File: src/design/crbm_pkg.sv
`timescale 1ns / 1ps
// ---------------------------------------------------------------------------
// crbm_pkg
// Shared types, codes and constant tables for the cartridge bank mapper.
// ---------------------------------------------------------------------------
package crbm_pkg;

    // Default memory sizes in bytes.
    localparam int unsigned ROM_BYTES_DEF = 2097152;
    localparam int unsigned RAM_BYTES_DEF = 32768;

    // Banking geometry of the cartridge address map.
    localparam int unsigned ROM_BANKS      = 128;
    localparam int unsigned ROM_BANK_BYTES = 16384;
    localparam int unsigned RAM_BANKS      = 4;
    localparam int unsigned RAM_BANK_BYTES = 8192;

    // Widest physical index of each store.
    localparam int unsigned ROM_IDX_W = 21;
    localparam int unsigned RAM_IDX_W = 15;

    // CPU bus address map.
    localparam logic [15:0] ADDR_RAM_EN_LAST   = 16'h1FFF;
    localparam logic [15:0] ADDR_ROM_FIX_LAST  = 16'h3FFF;
    localparam logic [15:0] ADDR_ROM_BANK_LAST = 16'h7FFF;
    localparam logic [15:0] ADDR_RAM_SEL_LAST  = 16'h5FFF;
    localparam logic [15:0] ADDR_RAM_FIRST     = 16'hA000;
    localparam logic [15:0] ADDR_RAM_LAST      = 16'hBFFF;

    // Control write values.
    localparam logic [3:0] RAM_EN_KEY      = 4'hA;
    localparam logic [7:0] RAM_BANK_MAX    = 8'h03;
    localparam logic [7:0] UNMAPPED_BYTE   = 8'hFF;
    localparam logic [6:0] ROM_BANK_RESET  = 7'd1;

    // Kind of bus word.
    typedef enum logic [1:0] {
        KIND_READ  = 2'd0,
        KIND_WRITE = 2'd1,
        KIND_LOAD  = 2'd2
    } t_kind;

    // Region code reported with each result.
    typedef enum logic [2:0] {
        REG_ROM_FIXED  = 3'd0,
        REG_ROM_BANKED = 3'd1,
        REG_RAM        = 3'd2,
        REG_RAM_OFF    = 3'd3,
        REG_CONTROL    = 3'd4,
        REG_UNMAPPED   = 3'd5
    } t_region;

    // Where the result byte comes from.
    typedef enum logic [1:0] {
        SRC_ZERO = 2'd0,
        SRC_FF   = 2'd1,
        SRC_ROM  = 2'd2,
        SRC_RAM  = 2'd3
    } t_src;

    // Access command to one memory.
    typedef struct packed {
        logic rd_en;
        logic wr_en;
    } t_mem_cmd;

    typedef logic [ROM_BANKS-1:0][ROM_IDX_W-1:0] t_rom_base_tab;
    typedef logic [RAM_BANKS-1:0][RAM_IDX_W-1:0] t_ram_base_tab;

    // Start of each ROM bank, already wrapped to the ROM size.
    function automatic t_rom_base_tab crbm_rom_base_table(input int unsigned n);
        t_rom_base_tab tab;
        int unsigned   acc;
        acc = 0;
        for (int i = 0; i < ROM_BANKS; i++) begin
            tab[i] = ROM_IDX_W'(acc);
            acc = acc + ROM_BANK_BYTES;
            if (acc >= n) begin
                acc = acc - n;
            end
        end
        return tab;
    endfunction

    // Start of each RAM bank, already wrapped to the RAM size.
    function automatic t_ram_base_tab crbm_ram_base_table(input int unsigned n);
        t_ram_base_tab tab;
        int unsigned   acc;
        acc = 0;
        for (int i = 0; i < RAM_BANKS; i++) begin
            tab[i] = RAM_IDX_W'(acc);
            acc = acc + RAM_BANK_BYTES;
            if (acc >= n) begin
                acc = acc - n;
            end
        end
        return tab;
    endfunction

endpackage

File: src/design/crbm_ctrl.sv
`timescale 1ns / 1ps
// ---------------------------------------------------------------------------
// crbm_ctrl
// Bus decode, bank registers, ROM load index reduction and result stages.
// ---------------------------------------------------------------------------
module crbm_ctrl
    import crbm_pkg::*;
#(
    parameter  int unsigned ROM_BYTES = ROM_BYTES_DEF,
    parameter  int unsigned RAM_BYTES = RAM_BYTES_DEF,
    localparam int unsigned ROM_AW    = $clog2(ROM_BYTES),
    localparam int unsigned RAM_AW    = $clog2(RAM_BYTES)
) (
    input  logic              i_clk,
    input  logic              i_rst_n,
    // Bus word in
    input  logic              i_valid,
    output logic              o_stall,
    input  logic [1:0]        i_kind,
    input  logic [15:0]       i_address,
    input  logic [7:0]        i_data_byte,
    input  logic [20:0]       i_rom_load_address,
    // Result word out
    output logic              o_valid,
    input  logic              i_stall,
    output logic [7:0]        o_read_data,
    output logic [2:0]        o_region,
    // ROM port
    output t_mem_cmd          o_rom_cmd,
    output logic [ROM_AW-1:0] o_rom_waddr,
    output logic [7:0]        o_rom_wdata,
    output logic [ROM_AW-1:0] o_rom_raddr,
    input  logic [7:0]        i_rom_rdata,
    // RAM port
    output t_mem_cmd          o_ram_cmd,
    output logic [RAM_AW-1:0] o_ram_addr,
    output logic [7:0]        o_ram_wdata,
    input  logic [7:0]        i_ram_rdata,
    input  logic              i_clr_busy
);

    localparam t_rom_base_tab ROM_BASE = crbm_rom_base_table(ROM_BYTES);
    localparam t_ram_base_tab RAM_BASE = crbm_ram_base_table(RAM_BYTES);

    // Load index reduction: restoring subtraction of shifted ROM sizes.
    localparam int unsigned RED_SPAN  = (2097152 + ROM_BYTES - 1) / ROM_BYTES;
    localparam int unsigned RED_S     = $clog2(RED_SPAN);
    localparam int unsigned RED_STEPS = (RED_S < 1) ? 1 : RED_S;
    localparam int unsigned CNT_W     = $clog2(RED_STEPS + 1);
    localparam int unsigned RED_CW    = 22 + RED_STEPS;

    // Bank registers
    logic          r_ram_en,   n_ram_en;
    logic [6:0]    r_rom_bank, n_rom_bank;
    logic [1:0]    r_ram_bank, n_ram_bank;

    // Result stages
    logic          r_s1_valid;
    t_src          r_s1_src;
    t_region       r_s1_region;
    logic          r_out_valid;
    logic [7:0]    r_out_read_data;
    t_region       r_out_region;

    // Load reducer
    logic              r_red_busy;
    logic [CNT_W-1:0]  r_red_cnt;
    logic [20:0]       r_red_val;
    logic [7:0]        r_red_data;

    logic              w_accept;
    logic              w_s1_move;
    t_src              w_src;
    t_region           w_region;
    logic              w_rom_rd;
    logic              w_ram_rd;
    logic              w_ram_wr;
    logic              w_load_start;
    logic [ROM_AW-1:0] w_rom_raddr;
    logic [ROM_AW:0]   w_rom_sum;
    logic [ROM_AW-1:0] w_rom_bank_idx;
    logic [RAM_AW:0]   w_ram_sum;
    logic [RAM_AW-1:0] w_ram_idx;
    logic [CNT_W-1:0]  w_red_k;
    logic [RED_CW-1:0] w_red_cmp;
    logic              w_red_ge;
    logic [20:0]       w_red_next;
    logic              w_red_last;
    logic [7:0]        w_out_byte;

    // New word in: stage one empty or moving on, RAM clear, reducer idle.
    always_comb begin
        w_s1_move = r_s1_valid && (!r_out_valid || !i_stall);
        o_stall   = i_clr_busy || r_red_busy || (r_s1_valid && !w_s1_move);
        w_accept  = i_valid && !o_stall;
    end

    // Physical indices of the banked windows, wrapped to each store's size.
    always_comb begin
        w_rom_sum = (ROM_AW + 1)'(ROM_BASE[r_rom_bank]) + (ROM_AW + 1)'(i_address[13:0]);
        if (w_rom_sum >= (ROM_AW + 1)'(ROM_BYTES)) begin
            w_rom_bank_idx = ROM_AW'(w_rom_sum - (ROM_AW + 1)'(ROM_BYTES));
        end else begin
            w_rom_bank_idx = ROM_AW'(w_rom_sum);
        end
        w_ram_sum = (RAM_AW + 1)'(RAM_BASE[r_ram_bank]) + (RAM_AW + 1)'(i_address[12:0]);
        if (w_ram_sum >= (RAM_AW + 1)'(RAM_BYTES)) begin
            w_ram_idx = RAM_AW'(w_ram_sum - (RAM_AW + 1)'(RAM_BYTES));
        end else begin
            w_ram_idx = RAM_AW'(w_ram_sum);
        end
    end

    // Decode of the incoming word.
    always_comb begin
        n_ram_en     = r_ram_en;
        n_rom_bank   = r_rom_bank;
        n_ram_bank   = r_ram_bank;
        w_src        = SRC_ZERO;
        w_region     = REG_UNMAPPED;
        w_rom_rd     = 1'b0;
        w_ram_rd     = 1'b0;
        w_ram_wr     = 1'b0;
        w_load_start = 1'b0;
        w_rom_raddr  = w_rom_bank_idx;
        case (t_kind'(i_kind))
            KIND_READ: begin
                if (i_address <= ADDR_ROM_FIX_LAST) begin
                    w_rom_rd    = 1'b1;
                    w_rom_raddr = ROM_AW'(i_address[13:0]);
                    w_src       = SRC_ROM;
                    w_region    = REG_ROM_FIXED;
                end else if (i_address <= ADDR_ROM_BANK_LAST) begin
                    w_rom_rd = 1'b1;
                    w_src    = SRC_ROM;
                    w_region = REG_ROM_BANKED;
                end else if (i_address inside {[ADDR_RAM_FIRST:ADDR_RAM_LAST]}) begin
                    if (r_ram_en) begin
                        w_ram_rd = 1'b1;
                        w_src    = SRC_RAM;
                        w_region = REG_RAM;
                    end else begin
                        w_region = REG_RAM_OFF;
                    end
                end else begin
                    w_src = SRC_FF;
                end
            end
            KIND_WRITE: begin
                if (i_address <= ADDR_RAM_EN_LAST) begin
                    n_ram_en = (i_data_byte[3:0] == RAM_EN_KEY);
                    w_region = REG_CONTROL;
                end else if (i_address <= ADDR_ROM_FIX_LAST) begin
                    n_rom_bank = (i_data_byte[6:0] == 7'd0) ? ROM_BANK_RESET
                                                            : i_data_byte[6:0];
                    w_region   = REG_CONTROL;
                end else if (i_address <= ADDR_RAM_SEL_LAST) begin
                    // Values above the last bank are ignored.
                    if (i_data_byte <= RAM_BANK_MAX) begin
                        n_ram_bank = i_data_byte[1:0];
                    end
                    w_region = REG_CONTROL;
                end else if (i_address <= ADDR_ROM_BANK_LAST) begin
                    w_region = REG_CONTROL;
                end else if (i_address inside {[ADDR_RAM_FIRST:ADDR_RAM_LAST]}) begin
                    if (r_ram_en) begin
                        w_ram_wr = 1'b1;
                        w_region = REG_RAM;
                    end else begin
                        w_region = REG_RAM_OFF;
                    end
                end
            end
            KIND_LOAD: begin
                w_load_start = 1'b1;
            end
            default: begin
            end
        endcase
    end

    // Bank registers change only when a word is taken.
    always_ff @(posedge i_clk) begin
        if (!i_rst_n) begin
            r_ram_en   <= 1'b0;
            r_rom_bank <= ROM_BANK_RESET;
            r_ram_bank <= 2'd0;
        end else if (w_accept) begin
            r_ram_en   <= n_ram_en;
            r_rom_bank <= n_rom_bank;
            r_ram_bank <= n_ram_bank;
        end
    end

    // One reduction step per cycle; the last step writes the byte.
    always_comb begin
        w_red_k    = r_red_cnt - 1'b1;
        w_red_cmp  = RED_CW'(ROM_BYTES) << w_red_k;
        w_red_ge   = RED_CW'(r_red_val) >= w_red_cmp;
        w_red_next = w_red_ge ? 21'(RED_CW'(r_red_val) - w_red_cmp) : r_red_val;
        w_red_last = r_red_busy && (r_red_cnt == CNT_W'(1));
    end

    always_ff @(posedge i_clk) begin
        if (!i_rst_n) begin
            r_red_busy <= 1'b0;
            r_red_cnt  <= '0;
        end else if (w_accept && w_load_start) begin
            r_red_busy <= 1'b1;
            r_red_cnt  <= CNT_W'(RED_STEPS);
        end else if (r_red_busy) begin
            r_red_cnt <= r_red_cnt - 1'b1;
            if (w_red_last) begin
                r_red_busy <= 1'b0;
            end
        end
    end

    always_ff @(posedge i_clk) begin
        if (w_accept && w_load_start) begin
            r_red_val  <= i_rom_load_address;
            r_red_data <= i_data_byte;
        end else if (r_red_busy) begin
            r_red_val <= w_red_next;
        end
    end

    // Memory commands.
    always_comb begin
        o_rom_cmd.rd_en = w_accept && w_rom_rd;
        o_rom_cmd.wr_en = w_red_last;
        o_rom_raddr     = w_rom_raddr;
        o_rom_waddr     = ROM_AW'(w_red_next);
        o_rom_wdata     = r_red_data;
        o_ram_cmd.rd_en = w_accept && w_ram_rd;
        o_ram_cmd.wr_en = w_accept && w_ram_wr;
        o_ram_addr      = w_ram_idx;
        o_ram_wdata     = i_data_byte;
    end

    // Stage one waits for the memory read data.
    always_ff @(posedge i_clk) begin
        if (!i_rst_n) begin
            r_s1_valid <= 1'b0;
        end else if (w_accept) begin
            r_s1_valid <= 1'b1;
        end else if (w_s1_move) begin
            r_s1_valid <= 1'b0;
        end
    end

    always_ff @(posedge i_clk) begin
        if (w_accept) begin
            r_s1_src    <= w_src;
            r_s1_region <= w_region;
        end
    end

    // Result byte selection.
    always_comb begin
        case (r_s1_src)
            SRC_ROM: w_out_byte = i_rom_rdata;
            SRC_RAM: w_out_byte = i_ram_rdata;
            SRC_FF:  w_out_byte = UNMAPPED_BYTE;
            default: w_out_byte = 8'h00;
        endcase
    end

    // Output register.
    always_ff @(posedge i_clk) begin
        if (!i_rst_n) begin
            r_out_valid <= 1'b0;
        end else if (w_s1_move) begin
            r_out_valid <= 1'b1;
        end else if (!i_stall) begin
            r_out_valid <= 1'b0;
        end
    end

    always_ff @(posedge i_clk) begin
        if (w_s1_move) begin
            r_out_read_data <= w_out_byte;
            r_out_region    <= r_s1_region;
        end
    end

    assign o_valid     = r_out_valid;
    assign o_read_data = r_out_read_data;
    assign o_region    = r_out_region;

    // The bank mapping never selects bank zero in the switchable window.
    a_rom_bank_nonzero: assert property (@(posedge i_clk) disable iff (!i_rst_n)
        r_rom_bank != 7'd0)
        else $error("ROM bank register holds zero");

    // The clearing sweep has the RAM to itself.
    a_no_ram_during_clear: assert property (@(posedge i_clk) disable iff (!i_rst_n)
        i_clr_busy |-> !(o_ram_cmd.rd_en || o_ram_cmd.wr_en))
        else $error("RAM accessed during clearing sweep");

    // Wrapped RAM index stays inside the store.
    a_ram_index_range: assert property (@(posedge i_clk) disable iff (!i_rst_n)
        (o_ram_cmd.rd_en || o_ram_cmd.wr_en) |->
            ({1'b0, o_ram_addr} < (RAM_AW + 1)'(RAM_BYTES)))
        else $error("RAM index out of range");

    // A taken load word starts the index reduction.
    a_load_starts_reducer: assert property (@(posedge i_clk) disable iff (!i_rst_n)
        (w_accept && w_load_start) |=> r_red_busy)
        else $error("Load word did not start reduction");

    // A held word in stage one is not lost.
    a_s1_holds: assert property (@(posedge i_clk) disable iff (!i_rst_n)
        (r_s1_valid && !w_s1_move) |=> r_s1_valid)
        else $error("Stage one word dropped");

endmodule

File: config.mk
export PLATFORM = sky130hd
export DESIGN_NAME = crbm_ctrl
export DESIGN_NICKNAME = d
export VERILOG_FILES = /design/src/design/crbm_pkg.sv /design/src/design/crbm_ctrl.sv
export SDC_FILE = /design/constraint.sdc
export NUM_CORES = 1
export LEC_CHECK = 0
export ABC_AREA = 1
export ABC_CLOCK_PERIOD_IN_PS = 2400
export BUFFER_PORTS_ARGS = -buffer_cell sky130_fd_sc_hd__buf_2
export CAP_MARGIN = 20
export CORE_ASPECT_RATIO = 0.5
export CORE_MARGIN = 5
export CORE_UTILIZATION = 46
export DETAILED_ROUTE_END_ITERATION = 8
export PLACE_DENSITY = 0.85
export SYNTH_ARGS = -nofsm -noshare
export SYNTH_HDL_FRONTEND = slang
export SYNTH_SLANG_ARGS = --single-unit
File: constraint.sdc
create_clock -name i_clk -period 2.4 [get_ports i_clk]
set_input_delay 0.24 -clock i_clk [delete_from_list [all_inputs] [get_ports i_clk]]
set_output_delay 0.24 -clock i_clk [all_outputs]
set_load 0.01 [all_outputs]
* Word level (Yosys, flattened, before mapping)
Memory sizes are Yosys's and may differ from the RTL's. A register that Yosys moved wholly into a read port is not among the register bits.
Cells that the tools add are included.
** Word-level totals
- Input port bits :: 68
- Output and inout bits :: 90
- Memories :: 1
- ROM bits :: 2688
- Register bits after elaboration :: 59
- Logic and storage cells :: 117
** Cells by class
- Reduce and logical (&&, ||, !) cells :: 24
- Order comparisons :: 12
- Shifts and indexed selects :: 1
- Bitwise logic cells :: 3
- Add/subtract/negate cells :: 6
- Equality and inequality tests :: 7
- Mux-type cells :: 49
** Memories
- (no name shown) :: depth 128, width 21, rd ports 1, clocked after Yosys merged registers in 1, write ports 0, line crbm_ctrl.sv:100 : w_rom_sum = (ROM_AW + 1)'(ROM_BASE[r_rom_bank]) + (ROM_AW + 1)'(i_address[13:0]);
** Operators by type and width (count)
- 2-to-1 mux 21 bit :: 7
- greater-or-equal comparator 16 bit, second input constant :: 2
- <= comparator 16 x 15 -> 1 bit, second input constant :: 2
- binary-select mux 15 bit (select 2 bit) :: 1
- 2-to-1 mux 15 bit :: 2
- case mux 8 bit (3 select lines) :: 1
- greater-or-equal comparator 21 x 23 -> 1 bit :: 1
- 2-to-1 mux 1 bit :: 23
- left shift 22 x 1 -> 23 bit, first input constant :: 1
- adder 21 x 14 -> 22 bit :: 1
- greater-or-equal comparator 22 bit, second input constant :: 1
- 2-to-1 mux 3 bit :: 7
- 2-to-1 mux 7 bit :: 3
- subtractor 21 x 1 -> 21 bit, second input constant :: 1
- subtractor 21 bit :: 1
- adder 15 x 13 -> 16 bit :: 1
- <= comparator 16 x 13 -> 1 bit, second input constant :: 1
- <= comparator 16 x 14 -> 1 bit, second input constant :: 1
- <= comparator 16 bit, second input constant :: 1
- subtractor 15 x 1 -> 15 bit, second input constant :: 1
- logical AND 1 bit :: 9
- <= comparator 8 x 2 -> 1 bit, second input constant :: 1
- < comparator 7 x 8 -> 1 bit, second input constant :: 1
- 2-to-1 mux 2 bit :: 4
- other kinds (17) :: 28

* Longest topological paths before layout
- Depth after elaboration :: 11
- Depth in mapped cells :: 9
- Mapped depth without buffers :: 9

* Worst setup path after synthesis
Ideal clock, no wire load.
- Path kind :: register -> register
- From :: reg r_out_valid (netlist: o_valid)
- To :: reg r_red_val[10], enable pin
- Setup time :: 0.375 ns
- Path slack :: 0.668 ns
- Data arrival time :: 1.358 ns
- Path buffers :: 1
- Cell stages (with the launch flop) :: 7
- Required time :: 2.025 ns
- Clock period less this slack :: 1.732 ns
- Path through :: dfxtp_1 nand3_2 nand3_4 nor3_4 inv_2 buf_6 nand2_1
** On the way
- Longest elaborated chain between the ends :: 10
** RTL lines
- start: declaration :: line crbm_ctrl.sv:61 : logic r_out_valid;
- start signal: assignment :: line crbm_ctrl.sv:272 : r_out_valid <= 1'b0;
- start signal: assignment :: line crbm_ctrl.sv:274 : r_out_valid <= 1'b1;
- start signal: assignment :: line crbm_ctrl.sv:276 : r_out_valid <= 1'b0;
- logical NOT 1 bit :: line crbm_ctrl.sv:93 : w_s1_move = r_s1_valid && (!r_out_valid || !i_stall);
- logical OR 1 bit :: line crbm_ctrl.sv:93
- logical AND 1 bit :: line crbm_ctrl.sv:93
- logical NOT 1 bit :: line crbm_ctrl.sv:94 : o_stall = i_clr_busy || r_red_busy || (r_s1_valid && !w_s1_move);
- logical AND 1 bit :: line crbm_ctrl.sv:94
- logical OR 1 bit :: line crbm_ctrl.sv:94
- logical NOT 1 bit :: line crbm_ctrl.sv:95 : w_accept = i_valid && !o_stall;
- logical AND 1 bit :: line crbm_ctrl.sv:95
- logical AND 1 bit :: line crbm_ctrl.sv:220 : if (w_accept && w_load_start) begin
- nonzero test 2 bit (no line)
- end signal: assignment :: line crbm_ctrl.sv:221 : r_red_val <= i_rom_load_address;
- end signal: assignment :: line crbm_ctrl.sv:224 : r_red_val <= w_red_next;
- end: declaration :: line crbm_ctrl.sv:68 : logic [20:0] r_red_val;
No other way between the ends.
A chain may end at the register's enable or synchronous reset.

* Worst setup path after layout
- From :: reg r_red_busy
- To :: reg r_red_val[8], enable pin
** On the way
- Longest elaborated chain between the ends :: 6
** RTL lines
- start: declaration :: line crbm_ctrl.sv:66 : logic r_red_busy;
- start signal: assignment :: line crbm_ctrl.sv:206 : r_red_busy <= 1'b0;
- start signal: assignment :: line crbm_ctrl.sv:209 : r_red_busy <= 1'b1;
- start signal: assignment :: line crbm_ctrl.sv:214 : r_red_busy <= 1'b0;
- logical OR 1 bit (2 in a row) :: line crbm_ctrl.sv:94
- logical NOT 1 bit :: line crbm_ctrl.sv:95
- logical AND 1 bit :: line crbm_ctrl.sv:95
- logical AND 1 bit :: line crbm_ctrl.sv:220
- nonzero test 2 bit (no line) *
Mark *: on every way between the ends. The rest lies on a longest branch, timed or not.

==> flow_metrics.env <==
export IMPL_cts_root_buf="clkbuf_16"
export IMPL_leakage_nw=1.75
export IMPL_drcViolationCount=0
export IMPL_timing_rr_start="r_red_busy$_SDFF_PN0_"
export IMPL_hold_path_class="in2reg"
export IMPL_worstSkewPairLatency_ns=0.33
export IMPL_peakVddDrop_uv=418
export IMPL_hold_violations=0
export IMPL_path_class="reg2reg"
export IMPL_r2r_slack_ns=0.45
export IMPL_cts_tree="done"
export IMPL_ys_ff_latch=66
export IMPL_min_from="i_data_byte[7]"
export IMPL_slowest_stage="nand2_1"
export IMPL_max_freq_mhz=512
export IMPL_grt_pass1_wl_um=10800
export IMPL_fin_setup_tns_ns=0
export IMPL_drt_iter0_drc=146
export IMPL_synth_fp_nets=403
export IMPL_start_kind="register"
export IMPL_htree_levels=3
export IMPL_crit_path_max_fanout=22
export IMPL_grt_max_degree=28
export IMPL_required_ns=2.35
export IMPL_layout_drive_gt1_share_pct=36.5
export IMPL_slew_headroom_pct=50.4
export IMPL_placed_cell_area_um2=3410
export IMPL_dieArea_um2=8580
export IMPL_cts_sinks=66
export IMPL_start_util_pct=46.8
export IMPL_setup_violations_final=0
export IMPL_post_cts_buffers=0
export IMPL_yosysTopAreaCell="edfxtp_1"
export IMPL_clock_path_buffers=2
export IMPL_synth_edf_count=45
export IMPL_avgRoutedWirePerCell_um=13.9
export IMPL_reg2regPathDepth=5
export IMPL_synth_most_common_cell="nand2_1"
export IMPL_ys_flop_type="edfxtp_1"
export IMPL_antenna_left=0
export IMPL_end_kind="register"
export IMPL_rsz0062_at_grt="false"
export IMPL_final_nets=471
export IMPL_cts_inserted_buffers=9
export IMPL_cp_startpoint="r_red_busy$_SDFF_PN0_"
export IMPL_vias=2338
export IMPL_finalCritPeriodShare_pct=81.3
export IMPL_firstDrtPassIters=4
export IMPL_grt_overflow_total=0
export IMPL_p_per_area_nw_per_um2=749
export IMPL_grt_usage_pct=16.5
export IMPL_cp_cell_sequence="nor2_4, nand3_4, nor3_4, inv_2, nand2_1"
export IMPL_cap_violations=0
export IMPL_postLayoutCellArea_um2=3720
export IMPL_holdBufCountCts=0
export IMPL_synth_common_cells="nand2_1 (78), edfxtp_1 (45), buf_4 (41)"
export IMPL_worst_pin_slew_ns=0.742
export IMPL_via_per_inst=4.68
export IMPL_ioPinCount=158
export IMPL_async_reset_ff_share_pct=0
export IMPL_placementRows=21
export IMPL_netlist_top_cells_area="edfxtp_1 (44%), dfxtp_1 (14%), buf_4 (9.9%)"
export IMPL_status="finished, final reports clean"
export IMPL_slowest_delay_ns=0.60
export IMPL_synth_area_um2=3100
export IMPL_grt_pass1_vias=2314
export IMPL_area_growth_pct=20.1
export IMPL_synth_top_area_share_pct=43.6
export IMPL_dp_hpwl_um=5020
export IMPL_portBuffers=118
export IMPL_post_synth_cell_area_avg_um2=9.26
export IMPL_diodes=0
export IMPL_rr_endpoint="r_red_val[8]$_DFFE_PN_"
export IMPL_fin_crit_ns=1.95
export IMPL_slew_viol_final=0
export IMPL_syn_inst=335
export IMPL_cts_resized=0
export IMPL_core_area_um2=6620
export IMPL_die_height_um=68.1
export IMPL_clock_skew_ns=0.00518
export IMPL_gp_congestion=0.740
export IMPL_drt_total_wl_um=6960
export IMPL_synth_warnings=0
export IMPL_ys_seq_area_share_pct=57.1
export IMPL_die_x_um=126
export IMPL_antenna_found_initial=0
export IMPL_crit_end="r_red_val[8]$_DFFE_PN_"
export IMPL_clk_pin_slew_ns=0.06
export IMPL_cp_arrival_ns=1.91
export IMPL_synth_cell_types=26
-- per-stage QoR --
step	power [W]	cells	hold WS, ns	setup slack (ns)	utilization (%)
2_1_floorplan	0.00145	335	0.339	0.668	-
3_3_place_gp	0.00148	484	0.400	0.474	51.5
3_5_place_dp	0.00149	484	0.417	0.435	51.5
4_1_cts	0.00281	500	0.119	0.437	56.2
5_1_grt	0.00290	500	0.120	0.230	56.2
6_report	0.00279	500	0.127	0.448	56.2
-- worst max-delay path, delay by kind of cell (launching register included) --
kind	cells	cell delay [ns]
buf+inv	1	0.18
simple gates	4	1.05
flops	1	0.34
-- cell type report --
cell class | count | area (µm²)
tap | 92 | 115
multi-input combinational | 166 | 766
clock buffer | 11 | 275
timing repair buffer | 120 | 606
fill | 575 | 2900
inverter | 40 | 150
sequential | 66 | 1770
clock inverter | 5 | 40.0
-- sequential cells by signal, indices dropped and copies added (netlist names), 2 cells and up --
| register | cells |
|---|---|
| o_region | 3 |
| o_read_data | 8 |
| r_rom_bank | 7 |
| r_red_val | 21 |
| w_rom_bank_idx | 7 |
| o_rom_wdata | 8 |
| r_s1_region | 3 |
| r_ram_bank | 2 |
| r_s1_src | 2 |
-- routing by layer --
metal,up-vias,GRT usage (%),share of wire (%)
met3,20,4.44,4.9
met4,0,9.49,2.7
met5,-,0,0
met1,1105,17.8,38
li1,1144,-,-
met2,69,30.2,54
-- cell families after synthesis --
family | after synthesis | share of synthesized area, %
AND/OR/NAND/NOR | 133 | 19.2
flip-flops | 66 | 57.1
AO/OA/AOI/OAI | 33 | 5.49
buffers and inverters | 103 | 18.2
-- layout by cell type, fill, tap and decap left out, types with 2 or more instances in the layout --
| master | n |
|---|---|
| clkbuf_16 | 11 |
| inv_2 | 2 |
| nor2_1 | 28 |
| nor3_1 | 4 |
| buf_2 | 118 |
| nor2_4 | 3 |
| buf_4 | 2 |
| nand3_1 | 12 |
| inv_1 | 37 |
| nand2_1 | 78 |
| a21oi_1 | 14 |
| inv_6 | 2 |
| o21ai_0 | 16 |
| dfxtp_1 | 21 |
| edfxtp_1 | 45 |
-- power by group --
group / switching (W) / internal [W] / total (W)
Combinational: 0.000124 / 0.0000786 / 0.000202
Sequential: 0.0000143 / 0.00125 / 0.00127
Clock: 0.000488 / 0.000833 / 0.00132
Total: 0.000626 / 0.00216 / 0.00279
-- worst min-delay path by stage --
stage	end	slack, ns	cells after the start
floorplan	o_rom_wdata[0]$_DFFE_PP_	0.34	0
global placement	o_region[0]$_DFFE_PP_	0.40	0
detailed placement	o_region[2]$_DFFE_PP_	0.42	0
CTS	o_rom_wdata[7]$_DFFE_PP_	0.12	1
global route	o_rom_wdata[4]$_DFFE_PP_	0.12	1
finish	o_rom_wdata[7]$_DFFE_PP_	0.13	1
No activity file was read; power rests on OpenSTA's default activity.
